<file path="src/rtl/cdt_pkg.sv">
// Shared types and constants of the countdown timer with alarm.
// Used by the control stage, the display pipeline and the top level; no dependencies.
`default_nettype none

package cdt_pkg;

  localparam int TICK_W     = 23;
  localparam int ALARM_W    = 9;
  localparam int CFG_IDX_W  = 2;
  localparam int CFG_DATA_W = 23;

  // Register indexes of the configuration port.
  localparam logic [CFG_IDX_W-1:0] REG_TOTAL_TICKS    = 2'd0;
  localparam logic [CFG_IDX_W-1:0] REG_ALARM_PERIOD   = 2'd1;
  localparam logic [CFG_IDX_W-1:0] REG_ALARM_ON_TICKS = 2'd2;

  localparam logic [TICK_W-1:0]  TOTAL_TICKS_RESET    = 23'd0;
  localparam logic [ALARM_W-1:0] ALARM_PERIOD_RESET   = 9'd140;
  localparam logic [ALARM_W-1:0] ALARM_ON_TICKS_RESET = 9'd70;

  localparam logic [TICK_W-1:0] ALARM_WRAP = 23'd280;
  localparam logic [4:0]        SHOW_MASK  = 5'h1F;
  localparam logic [2:0]        QUIT_MASK  = 3'h7;

  // Reciprocals for division by constants; each estimate is at most one low.
  localparam logic [23:0] RECIP_100   = 24'd10737418;  // floor(2^30 / 100)
  localparam logic [17:0] RECIP_60    = 18'd139810;    // floor(2^23 / 60)
  localparam logic [12:0] RECIP_100_S = 13'd5243;      // 2^-19 scale, exact below 2000

  typedef struct packed {
    logic [TICK_W-1:0]  total_ticks;
    logic [ALARM_W-1:0] alarm_period;
    logic [ALARM_W-1:0] alarm_on_ticks;
  } cfg_t;

  // What the control stage hands to the display pipeline for one item.
  typedef struct packed {
    logic               show;
    logic [TICK_W-1:0]  remaining;
    logic               buzz_en;
    logic [ALARM_W-1:0] alarm_cnt;
    logic               finished;
  } tick_rec_t;

  // Two decimal digits {tens, ones} for values below 100.
  typedef logic [7:0] dec2_tab_t [128];

  function automatic dec2_tab_t build_dec2();
    dec2_tab_t t;
    for (int i = 0; i < 128; i++) begin
      t[i] = 8'h00;
    end
    for (int tens = 0; tens < 10; tens++) begin
      for (int ones = 0; ones < 10; ones++) begin
        t[tens * 10 + ones] = {4'(tens), 4'(ones)};
      end
    end
    return t;
  endfunction

  localparam dec2_tab_t DEC2 = build_dec2();

endpackage

`default_nettype wire

</file>
<file path="src/rtl/cdt_in_if.sv">
// Tick channel of the countdown timer: valid, ready and the quit key flag.
// No dependencies.
`default_nettype none

interface cdt_in_if;
  logic valid;
  logic ready;
  logic quit_key;

  modport source (output valid, output quit_key, input ready);
  modport sink (input valid, input quit_key, output ready);
endinterface

`default_nettype wire

</file>
<file path="src/rtl/cdt_out_if.sv">
// Result channel of the countdown timer: valid, ready and the display and buzzer fields.
// No dependencies.
`default_nettype none

interface cdt_out_if;
  logic       valid;
  logic       ready;
  logic       show_valid;
  logic       minute_thousands;
  logic [3:0] minute_hundreds;
  logic [3:0] minute_tens;
  logic [3:0] minute_ones;
  logic [2:0] second_tens;
  logic [3:0] second_ones;
  logic [3:0] char_count;
  logic       expired;
  logic       buzzer_on;
  logic       finished;

  modport source (
    output valid, output show_valid, output minute_thousands, output minute_hundreds,
    output minute_tens, output minute_ones, output second_tens, output second_ones,
    output char_count, output expired, output buzzer_on, output finished,
    input ready
  );
  modport sink (
    input valid, input show_valid, input minute_thousands, input minute_hundreds,
    input minute_tens, input minute_ones, input second_tens, input second_ones,
    input char_count, input expired, input buzzer_on, input finished,
    output ready
  );
endinterface

`default_nettype wire

</file>
<file path="src/rtl/countdown_timer_with_alarm.sv">
// Countdown timer with alarm: one item per 10 ms tick, one result item per tick.
// Registers from acceptance to the port: control record, stages s1 to s5, result. One item
// is accepted every cycle unless stalled, the seven registered stages (state, two division
// steps, digit split, result register) moving independently under back-pressure.
// Synchronous reset clears the phase to counting, the count to zero, the pipeline and the
// registers to 0, 140 and 70. Depends on cdt_pkg, cdt_in_if, cdt_out_if, cdt_ctrl, cdt_pipe.
`default_nettype none

module countdown_timer_with_alarm (
  input  logic                           clk,
  input  logic                           rst,
  input  logic                           cfg_we,
  input  logic [cdt_pkg::CFG_IDX_W-1:0]  cfg_index,
  input  logic [cdt_pkg::CFG_DATA_W-1:0] cfg_data,
  cdt_in_if.sink                         tick,
  cdt_out_if.source                      result
);

  cdt_pkg::cfg_t      cfg;
  cdt_pkg::tick_rec_t rec;
  logic               rec_valid;
  logic               rec_ready;

  cdt_ctrl u_ctrl (
    .clk       (clk),
    .rst       (rst),
    .cfg_we    (cfg_we),
    .cfg_index (cfg_index),
    .cfg_data  (cfg_data),
    .tick      (tick),
    .cfg       (cfg),
    .rec_valid (rec_valid),
    .rec_ready (rec_ready),
    .rec       (rec)
  );

  cdt_pipe u_pipe (
    .clk       (clk),
    .rst       (rst),
    .cfg       (cfg),
    .rec_valid (rec_valid),
    .rec_ready (rec_ready),
    .rec       (rec),
    .result    (result)
  );

endmodule

`default_nettype wire

</file>
<file path="src/rtl/cdt_ctrl.sv">
// Configuration registers, tick counter and phase state machine of the timer.
// Depends on cdt_pkg and cdt_in_if.
`default_nettype none

module cdt_ctrl (
  input  logic                             clk,
  input  logic                             rst,
  input  logic                             cfg_we,
  input  logic [cdt_pkg::CFG_IDX_W-1:0]    cfg_index,
  input  logic [cdt_pkg::CFG_DATA_W-1:0]   cfg_data,
  cdt_in_if.sink                           tick,
  output cdt_pkg::cfg_t                    cfg,
  output logic                             rec_valid,
  input  logic                             rec_ready,
  output cdt_pkg::tick_rec_t               rec
);

  typedef enum logic [1:0] {
    PH_COUNT,
    PH_ALARM,
    PH_STOP
  } phase_t;

  phase_t                       phase, phase_next, cur_phase;
  logic [cdt_pkg::TICK_W-1:0]   tick_count, tick_count_next, cur_count, inc;
  cdt_pkg::tick_rec_t           rec_next;
  logic                         accept, quit_hit;

  assign tick.ready = !rec_valid || rec_ready;
  assign accept     = tick.valid && tick.ready;

  always_comb begin
    phase_next      = phase;
    tick_count_next = tick_count;
    rec_next        = '0;
    cur_phase       = phase;
    cur_count       = tick_count;
    quit_hit        = 1'b0;
    // A count already at or past the total goes straight into the alarm.
    if (phase == PH_COUNT && tick_count >= cfg.total_ticks) begin
      cur_phase = PH_ALARM;
      cur_count = '0;
    end
    inc = cur_count + 23'd1;
    unique case (cur_phase)
      PH_COUNT: begin
        rec_next.show      = (inc[4:0] & cdt_pkg::SHOW_MASK) == 5'd0;
        rec_next.remaining = cfg.total_ticks - inc;
        quit_hit           = ((inc[2:0] & cdt_pkg::QUIT_MASK) == 3'd0) && tick.quit_key;
        if (quit_hit) begin
          phase_next        = PH_STOP;
          tick_count_next   = inc;
          rec_next.finished = 1'b1;
        end else if (inc >= cfg.total_ticks) begin
          phase_next      = PH_ALARM;
          tick_count_next = '0;
        end else begin
          phase_next      = PH_COUNT;
          tick_count_next = inc;
        end
      end
      PH_ALARM: begin
        if (inc >= cdt_pkg::ALARM_WRAP) begin
          tick_count_next = '0;
        end else begin
          tick_count_next = inc;
        end
        rec_next.alarm_cnt = tick_count_next[cdt_pkg::ALARM_W-1:0];
        quit_hit = ((tick_count_next[2:0] & cdt_pkg::QUIT_MASK) == 3'd0) && tick.quit_key;
        if (quit_hit) begin
          phase_next        = PH_STOP;
          rec_next.finished = 1'b1;
        end else begin
          phase_next       = PH_ALARM;
          rec_next.buzz_en = 1'b1;
        end
      end
      default: begin
        rec_next.finished = 1'b1;
      end
    endcase
  end

  always_ff @(posedge clk) begin
    if (rst) begin
      phase              <= PH_COUNT;
      tick_count         <= '0;
      rec_valid          <= 1'b0;
      cfg.total_ticks    <= cdt_pkg::TOTAL_TICKS_RESET;
      cfg.alarm_period   <= cdt_pkg::ALARM_PERIOD_RESET;
      cfg.alarm_on_ticks <= cdt_pkg::ALARM_ON_TICKS_RESET;
    end else begin
      if (cfg_we) begin
        unique case (cfg_index)
          cdt_pkg::REG_TOTAL_TICKS:    cfg.total_ticks    <= cfg_data;
          cdt_pkg::REG_ALARM_PERIOD:   cfg.alarm_period   <= cfg_data[cdt_pkg::ALARM_W-1:0];
          cdt_pkg::REG_ALARM_ON_TICKS: cfg.alarm_on_ticks <= cfg_data[cdt_pkg::ALARM_W-1:0];
          default: ;
        endcase
      end
      if (accept) begin
        phase      <= phase_next;
        tick_count <= tick_count_next;
        rec_valid  <= 1'b1;
      end else if (rec_ready) begin
        rec_valid <= 1'b0;
      end
    end
    if (accept) begin
      rec <= rec_next;
    end
  end

endmodule

`default_nettype wire

</file>
<file path="src/rtl/cdt_pipe.sv">
// Display and buzzer pipeline: remaining ticks to minute and second digits,
// alarm count modulo the period, and the result register. Depends on cdt_pkg and cdt_out_if.
`default_nettype none

module cdt_pipe (
  input  logic               clk,
  input  logic               rst,
  input  cdt_pkg::cfg_t      cfg,
  input  logic               rec_valid,
  output logic               rec_ready,
  input  cdt_pkg::tick_rec_t rec,
  cdt_out_if.source          result
);

  typedef struct packed {
    logic        show;
    logic        finished;
    logic        buzz_en;
    logic [46:0] prod;
    logic [22:0] remaining;
    logic [8:0]  mod_part;
    logic [3:0]  cnt_low;
  } s1_t;

  typedef struct packed {
    logic        show;
    logic        finished;
    logic        buzz;
    logic [16:0] secs;
  } s2_t;

  typedef struct packed {
    logic        show;
    logic        finished;
    logic        buzz;
    logic        expired;
    logic [16:0] secs;
    logic [34:0] prod;
  } s3_t;

  typedef struct packed {
    logic        show;
    logic        finished;
    logic        buzz;
    logic        expired;
    logic [10:0] minutes;
    logic [5:0]  seconds;
  } s4_t;

  typedef struct packed {
    logic        show;
    logic        finished;
    logic        buzz;
    logic        expired;
    logic [10:0] minutes;
    logic [4:0]  hundreds;
    logic [7:0]  sec_digits;
    logic [3:0]  char_count;
  } s5_t;

  s1_t s1, s1_next;
  s2_t s2, s2_next;
  s3_t s3, s3_next;
  s4_t s4, s4_next;
  s5_t s5, s5_next;
  logic v1, v2, v3, v4, v5;
  logic rdy1, rdy2, rdy3, rdy4, rdy5, rdy6;

  logic [8:0]  period;
  logic [8:0]  m1, m2;
  logic [23:0] rem100;
  logic [16:0] q_est;
  logic [10:0] min_est;
  logic [16:0] rem60;
  logic [23:0] prod5;
  logic        th;
  logic [3:0]  hund;
  logic [10:0] below100;
  logic [7:0]  min_digits;

  // One restoring step of the remainder by the alarm period.
  function automatic logic [8:0] mod_step(input logic [8:0] r, input logic b,
                                          input logic [8:0] p);
    logic [9:0] t;
    t = {r, b};
    if (t >= {1'b0, p}) begin
      t = t - {1'b0, p};
    end
    return t[8:0];
  endfunction

  assign period = (cfg.alarm_period == 9'd0) ? 9'd1 : cfg.alarm_period;

  assign rdy6      = !result.valid || result.ready;
  assign rdy5      = !v5 || rdy6;
  assign rdy4      = !v4 || rdy5;
  assign rdy3      = !v3 || rdy4;
  assign rdy2      = !v2 || rdy3;
  assign rdy1      = !v1 || rdy2;
  assign rec_ready = rdy1;

  always_comb begin
    m1 = 9'd0;
    for (int i = 8; i >= 4; i--) begin
      m1 = mod_step(m1, rec.alarm_cnt[i], period);
    end
    s1_next.show      = rec.show;
    s1_next.finished  = rec.finished;
    s1_next.buzz_en   = rec.buzz_en;
    s1_next.prod      = 47'(rec.remaining) * 47'(cdt_pkg::RECIP_100);
    s1_next.remaining = rec.remaining;
    s1_next.mod_part  = m1;
    s1_next.cnt_low   = rec.alarm_cnt[3:0];
  end

  always_comb begin
    m2 = s1.mod_part;
    for (int i = 3; i >= 0; i--) begin
      m2 = mod_step(m2, s1.cnt_low[i], period);
    end
    q_est  = s1.prod[46:30];
    rem100 = {1'b0, s1.remaining} - (24'(q_est) * 24'd100);
    s2_next.show     = s1.show;
    s2_next.finished = s1.finished;
    s2_next.buzz     = s1.buzz_en && (m2 < cfg.alarm_on_ticks);
    s2_next.secs     = q_est + 17'(rem100 >= 24'd100);
  end

  always_comb begin
    s3_next.show     = s2.show;
    s3_next.finished = s2.finished;
    s3_next.buzz     = s2.buzz;
    s3_next.expired  = s2.secs == 17'd0;
    s3_next.secs     = s2.secs;
    s3_next.prod     = 35'(s2.secs) * 35'(cdt_pkg::RECIP_60);
  end

  always_comb begin
    min_est = s3.prod[33:23];
    rem60   = s3.secs - (17'(min_est) * 17'd60);
    s4_next.show     = s3.show;
    s4_next.finished = s3.finished;
    s4_next.buzz     = s3.buzz;
    s4_next.expired  = s3.expired;
    if (rem60 >= 17'd60) begin
      s4_next.minutes = min_est + 11'd1;
      s4_next.seconds = 6'(rem60 - 17'd60);
    end else begin
      s4_next.minutes = min_est;
      s4_next.seconds = rem60[5:0];
    end
  end

  always_comb begin
    prod5 = 24'(s4.minutes) * 24'(cdt_pkg::RECIP_100_S);
    s5_next.show       = s4.show;
    s5_next.finished   = s4.finished;
    s5_next.buzz       = s4.buzz;
    s5_next.expired    = s4.expired;
    s5_next.minutes    = s4.minutes;
    s5_next.hundreds   = prod5[23:19];
    s5_next.sec_digits = cdt_pkg::DEC2[{1'b0, s4.seconds}];
    s5_next.char_count = 4'd9 + 4'(s4.minutes >= 11'd100) + 4'(s4.minutes >= 11'd1000);
  end

  always_comb begin
    th         = s5.hundreds >= 5'd10;
    hund       = th ? 4'(s5.hundreds - 5'd10) : s5.hundreds[3:0];
    below100   = s5.minutes - (11'(s5.hundreds) * 11'd100);
    min_digits = cdt_pkg::DEC2[below100[6:0]];
  end

  always_ff @(posedge clk) begin
    if (rst) begin
      v1           <= 1'b0;
      v2           <= 1'b0;
      v3           <= 1'b0;
      v4           <= 1'b0;
      v5           <= 1'b0;
      result.valid <= 1'b0;
    end else begin
      if (rdy1) v1 <= rec_valid;
      if (rdy2) v2 <= v1;
      if (rdy3) v3 <= v2;
      if (rdy4) v4 <= v3;
      if (rdy5) v5 <= v4;
      if (rdy6) result.valid <= v5;
    end
    if (rdy1) s1 <= s1_next;
    if (rdy2) s2 <= s2_next;
    if (rdy3) s3 <= s3_next;
    if (rdy4) s4 <= s4_next;
    if (rdy5) s5 <= s5_next;
    if (rdy6) begin
      result.buzzer_on  <= s5.buzz;
      result.finished   <= s5.finished;
      result.show_valid <= s5.show;
      if (s5.show) begin
        result.minute_thousands <= th;
        result.minute_hundreds  <= hund;
        result.minute_tens      <= min_digits[7:4];
        result.minute_ones      <= min_digits[3:0];
        result.second_tens      <= s5.sec_digits[6:4];
        result.second_ones      <= s5.sec_digits[3:0];
        result.char_count       <= s5.char_count;
        result.expired          <= s5.expired;
      end else begin
        result.minute_thousands <= 1'b0;
        result.minute_hundreds  <= 4'd0;
        result.minute_tens      <= 4'd0;
        result.minute_ones      <= 4'd0;
        result.second_tens      <= 3'd0;
        result.second_ones      <= 4'd0;
        result.char_count       <= 4'd0;
        result.expired          <= 1'b0;
      end
    end
  end

endmodule

`default_nettype wire
</file>
<file path="src/flat_wrapper.sv">
// flat-port wrapper written by rule: the top's interface ports become plain ports
module countdown_timer_with_alarm_flat 
  (clk, rst, cfg_we, cfg_index, cfg_data, tick_valid, tick_quit_key, tick_ready, result_valid, result_show_valid, result_minute_thousands, result_minute_hundreds, result_minute_tens, result_minute_ones, result_second_tens, result_second_ones, result_char_count, result_expired, result_buzzer_on, result_finished, result_ready);
  cdt_in_if tick_i ();
  cdt_out_if result_i ();
  input  logic clk;
  input  logic rst;
  input  logic cfg_we;
  input  logic [cdt_pkg::CFG_IDX_W-1:0] cfg_index;
  input  logic [cdt_pkg::CFG_DATA_W-1:0] cfg_data;
  input wire logic [$bits(tick_i.valid)-1:0] tick_valid;
  input wire logic [$bits(tick_i.quit_key)-1:0] tick_quit_key;
  output wire logic [$bits(tick_i.ready)-1:0] tick_ready;
  output wire logic [$bits(result_i.valid)-1:0] result_valid;
  output wire logic [$bits(result_i.show_valid)-1:0] result_show_valid;
  output wire logic [$bits(result_i.minute_thousands)-1:0] result_minute_thousands;
  output wire logic [$bits(result_i.minute_hundreds)-1:0] result_minute_hundreds;
  output wire logic [$bits(result_i.minute_tens)-1:0] result_minute_tens;
  output wire logic [$bits(result_i.minute_ones)-1:0] result_minute_ones;
  output wire logic [$bits(result_i.second_tens)-1:0] result_second_tens;
  output wire logic [$bits(result_i.second_ones)-1:0] result_second_ones;
  output wire logic [$bits(result_i.char_count)-1:0] result_char_count;
  output wire logic [$bits(result_i.expired)-1:0] result_expired;
  output wire logic [$bits(result_i.buzzer_on)-1:0] result_buzzer_on;
  output wire logic [$bits(result_i.finished)-1:0] result_finished;
  input wire logic [$bits(result_i.ready)-1:0] result_ready;
  assign tick_i.valid = tick_valid;
  assign tick_i.quit_key = tick_quit_key;
  assign tick_ready = tick_i.ready;
  assign result_valid = result_i.valid;
  assign result_show_valid = result_i.show_valid;
  assign result_minute_thousands = result_i.minute_thousands;
  assign result_minute_hundreds = result_i.minute_hundreds;
  assign result_minute_tens = result_i.minute_tens;
  assign result_minute_ones = result_i.minute_ones;
  assign result_second_tens = result_i.second_tens;
  assign result_second_ones = result_i.second_ones;
  assign result_char_count = result_i.char_count;
  assign result_expired = result_i.expired;
  assign result_buzzer_on = result_i.buzzer_on;
  assign result_finished = result_i.finished;
  assign result_i.ready = result_ready;
  countdown_timer_with_alarm u_core (.clk(clk), .rst(rst), .cfg_we(cfg_we), .cfg_index(cfg_index), .cfg_data(cfg_data), .tick(tick_i), .result(result_i));
endmodule
</file>
<file path="config.mk">
export PLATFORM = sky130hd
export DESIGN_NAME = countdown_timer_with_alarm_flat
export DESIGN_NICKNAME = d
export VERILOG_FILES = /design/src/rtl/cdt_pkg.sv /design/src/rtl/cdt_in_if.sv /design/src/rtl/cdt_out_if.sv /design/src/rtl/countdown_timer_with_alarm.sv /design/src/rtl/cdt_ctrl.sv /design/src/rtl/cdt_pipe.sv /design/src/flat_wrapper.sv
export SDC_FILE = /design/constraint.sdc
export NUM_CORES = 2
export LEC_CHECK = 0
export BUFFER_PORTS_ARGS = -buffer_cell sky130_fd_sc_hd__buf_4
export CORE_ASPECT_RATIO = 0.6
export CORE_MARGIN = 2
export CORE_UTILIZATION = 42
export CTS_BUF_LIST = sky130_fd_sc_hd__clkbuf_2
export DETAILED_ROUTE_END_ITERATION = 10
export PLACE_DENSITY = 0.64
export SLEW_MARGIN = 20
export SYNTH_ARGS = -nofsm -noshare
export SYNTH_HDL_FRONTEND = slang
export SYNTH_SLANG_ARGS = --single-unit
export TNS_END_PERCENT = 20
</file>
<file path="constraint.sdc">
create_clock -name clk -period 17.6 [get_ports clk]
set_input_delay 1.76 -clock clk [delete_from_list [all_inputs] [get_ports clk]]
set_output_delay 1.76 -clock clk [all_outputs]
set_load 0.1 [all_outputs]
</file>
==> results.py <==
metrics = {
    "outcome": {
        "status": "complete, no violations",
    },
    "logic_synthesis": {
        "avgSynthCellArea_sq_um": 9.87,
        "synth-edff-count": 214,
        "ys_seq_area_share_pct": 22.5,
        "synth_cell_types": 84,
        "ys_top_cells_by_count": "ha_1, inv_1, fa_1",
        "ys_top_cells_by_area": "ha_1, edfxtp_1, fa_1",
        "synth_most_common_cell": "ha_1",
        "synth_flop_cell": "edfxtp_1",
        "synth_top_area_share_pct": 25.1,
        "synth_fp_nets": 4573,
        "synth_seq_cells": 287,
        "ys_warn_count": 0,
        "syn_inst": 3554,
        "yosys.area.top_type": "ha_1",
        "synth_area_sq_um": 35100,
        "async_flop_share_pct": 0,
    },
    "hold_path": {
        "whs_path_depth": 0,
        "hp-class": "reg2reg",
    },
    "clock_network": {
        "cts_tree": "built",
        "clk_pin_slew_ns": 0.12,
        "cts.path.max_buffers": 3,
        "clock-sinks": 287,
        "cts_resized": 0,
        "cts_made_buffers": 71,
        "htree_levels": 3,
        "clk_latency_ns": 1.15,
        "root_buffer": "clkbuf_2",
        "cts_setup_buffers": 0,
        "postCtsHoldBufs": 0,
    },
    "critical_path": {
        "max_stage_delay_ns": 0.59,
        "crit_path_frequent_cell": "a21o_1",
        "cp_max_fo": 13,
        "crit_path_end_kind": "flip-flop",
        "crit_slowest_cell": "or4_4",
        "critical_path_required_ns": 18.58,
        "cp-start-kind": "flip-flop",
        "reg2reg_depth": 47,
        "worstPathArrival_ns": 13.21,
        "path_class": "reg2reg",
    },
    "detailed_routing": {
        "vias_per_cell": 5.26,
        "drtAntennaViolNets": 0,
        "via_count": 25200,
        "routedWlPerCell_microns": 17.3,
        "dr.pass1.iters": 5,
        "top_layer_used": "met4",
        "route.met3.wl_microns": 5390,
        "wl_met2_microns": 30300,
        "drc": 0,
        "drt_iter0_markers": 1904,
        "drt-met1-wl_microns": 46300,
        "wl_microns": 82800,
    },
    "floorplan": {
        "fp.coreArea_sq_um": 83100,
        "initial_utilization_pct": 42.2,
        "die_h_microns": 228,
        "die_area_sq_um": 85900,
        "die_w_microns": 377,
        "ios": 61,
        "row_count": 82,
    },
    "placement": {
        "post-dp-hpwl_microns": 67100,
        "gp_congestion": 0.879,
        "portBuffers": 59,
    },
    "global_route": {
        "grt_first_pass_wirelength_microns": 134000,
        "grt_pass1_vias": 24300,
        "grt_overflow": 0,
        "track_usage_pct": 19.7,
        "grt_max_degree": 56,
        "antenna_found_initial": 2,
    },
    "sta": {
        "finalHoldViolations": 0,
        "worstMarginPinSlew_ns": 1.06,
        "tns_ns": 0,
        "period_share_pct": 69.5,
        "skew_ns": 0.134,
        "relSlewSlack_pct": 29.2,
        "slew_violations": 0,
        "min_period_ns": 12.23,
        "rsz0062_at_grt": "no",
        "timing.hold.ws_ns": 0.362,
        "setup_violations": 0,
        "timing.fmax_mhz": 81.8,
    },
    "cells_and_area": {
        "area_growth_pct": 6.81,
        "fin_nets": 4656,
        "drive_above_1_share_pct": 7.29,
    },
    "run": {
        "maxCapViolCount": 0,
    },
}
cell families (layout without fill, tap and decap cells):
kind of cell | after synthesis | in the layout | synth area share, %
fa+ha+maj | 988 | 988 | 41.3
simple gates | 775 | 775 | 10.8
buf+inv | 615 | 752 | 6.63
compound gates | 614 | 614 | 11.4
flops | 287 | 287 | 22.5
xor+xnor | 199 | 199 | 4.97
mux | 75 | 75 | 2.37
other cells | 1 | 4 | 0.0107
cells in the final DEF (no fill, tap or decap), types with 10 or more instances in the layout:
cell      instances
and3_1           26
a21o_1           70
xnor2_1         118
a21boi_0         13
nand2_1         217
buf_4            73
clkinv_1         18
o21ai_0         111
o211ai_1         23
nor4_1           11
ha_1            703
nand2b_1         44
a22o_1           10
o21bai_1         11
nor3_1           60
mux2_2           43
edfxtp_1        214
o21a_1           39
and2_1           23
nor2_1          184
or2_2            21
nor2b_1          38
inv_1           549
dfxtp_1          73
a21oi_1         189
mux2i_1          30
clkbuf_2         99
a211oi_1         22
xor2_1           81
nand4_1          36
or3_1            13
o31ai_1          24
nand3_1          55
fa_1            285
a31oi_1          16
registers in the layout (all words and copies together), names as in the netlist, 2 cells and up:
register,count
u_core.u_pipe.s2,20
u_core.u_pipe.result.minute_hundreds,4
u_core.u_ctrl.cfg,41
u_core.u_pipe.result.minute_ones,4
u_core.u_ctrl.tick_count,23
u_core.u_pipe.s5,25
u_core.u_ctrl.phase,2
u_core.u_pipe.result.minute_tens,4
u_core.u_pipe.min_est,11
u_core.u_ctrl.rec,35
u_core.u_pipe.s1,37
u_core.u_pipe.s4,21
u_core.u_pipe.q_est,17
u_core.u_pipe.result.char_count,3
u_core.u_pipe.result.second_tens,3
u_core.u_pipe.s3,21
u_core.u_pipe.result.second_ones,4
critical path, delay by kind of cell (launching register included):
family          cells  cell delay (ns)
fa+ha+maj           6             2.03
mux                 3             1.02
flops               1             0.37
simple gates       11             2.60
buf+inv             1             0.06
compound gates     26             6.06
layer usage:
| layer | track usage, % | vias up |
|---|---|---|
| li1 | - | 12500 |
| met1 | 33.2 | 11900 |
| met2 | 25.3 | 632 |
| met3 | 3.71 | 54 |
| met4 | 3.31 | 0 |
| met5 | 0 | - |
worst paths after layout:
check	startpoint	end	slack (ns)
worst max-delay path	u_core.u_ctrl.cfg[10]	u_core.u_pipe.s2[17]	5.37
worst min-delay path	u_core.u_pipe.s4[17]	u_core.u_pipe.s5[28]	0.36
worst max register to register	u_core.u_ctrl.cfg[10]	u_core.u_pipe.s2[17]	5.37
worst min register to register	u_core.u_pipe.s4[17]	u_core.u_pipe.s5[28]	0.36
layout make-up:
type                    instances  area (sq um)
diodes                          3          7.51
clock buffers                  99           495
clock inverters                28           195
fillers                      7912         45600
inverters                     552          2070
multi-input cells            2652         24900
flip-flops and latches        287          7890
well taps                    1092          1370
repair buffers                 73           548
through the flow:
stage | instance area [sq um] | utilization [%] | std cells | worst slack, ns
2_1_floorplan | 35100 | - | 3554 | 6.95
3_3_place_gp | 36800 | 44.2 | 4656 | 5.54
3_5_place_dp | 36800 | 44.2 | 4656 | 5.51
4_1_cts | 37400 | 45.1 | 4783 | 5.46
5_1_grt | 37500 | 45.1 | 4786 | 4.34
6_report | 37500 | 45.1 | 4786 | 5.37
Power is left out: the tool's default activity adds up to more than one toggle a clock period on the data nets, which glitch-free logic cannot reach.
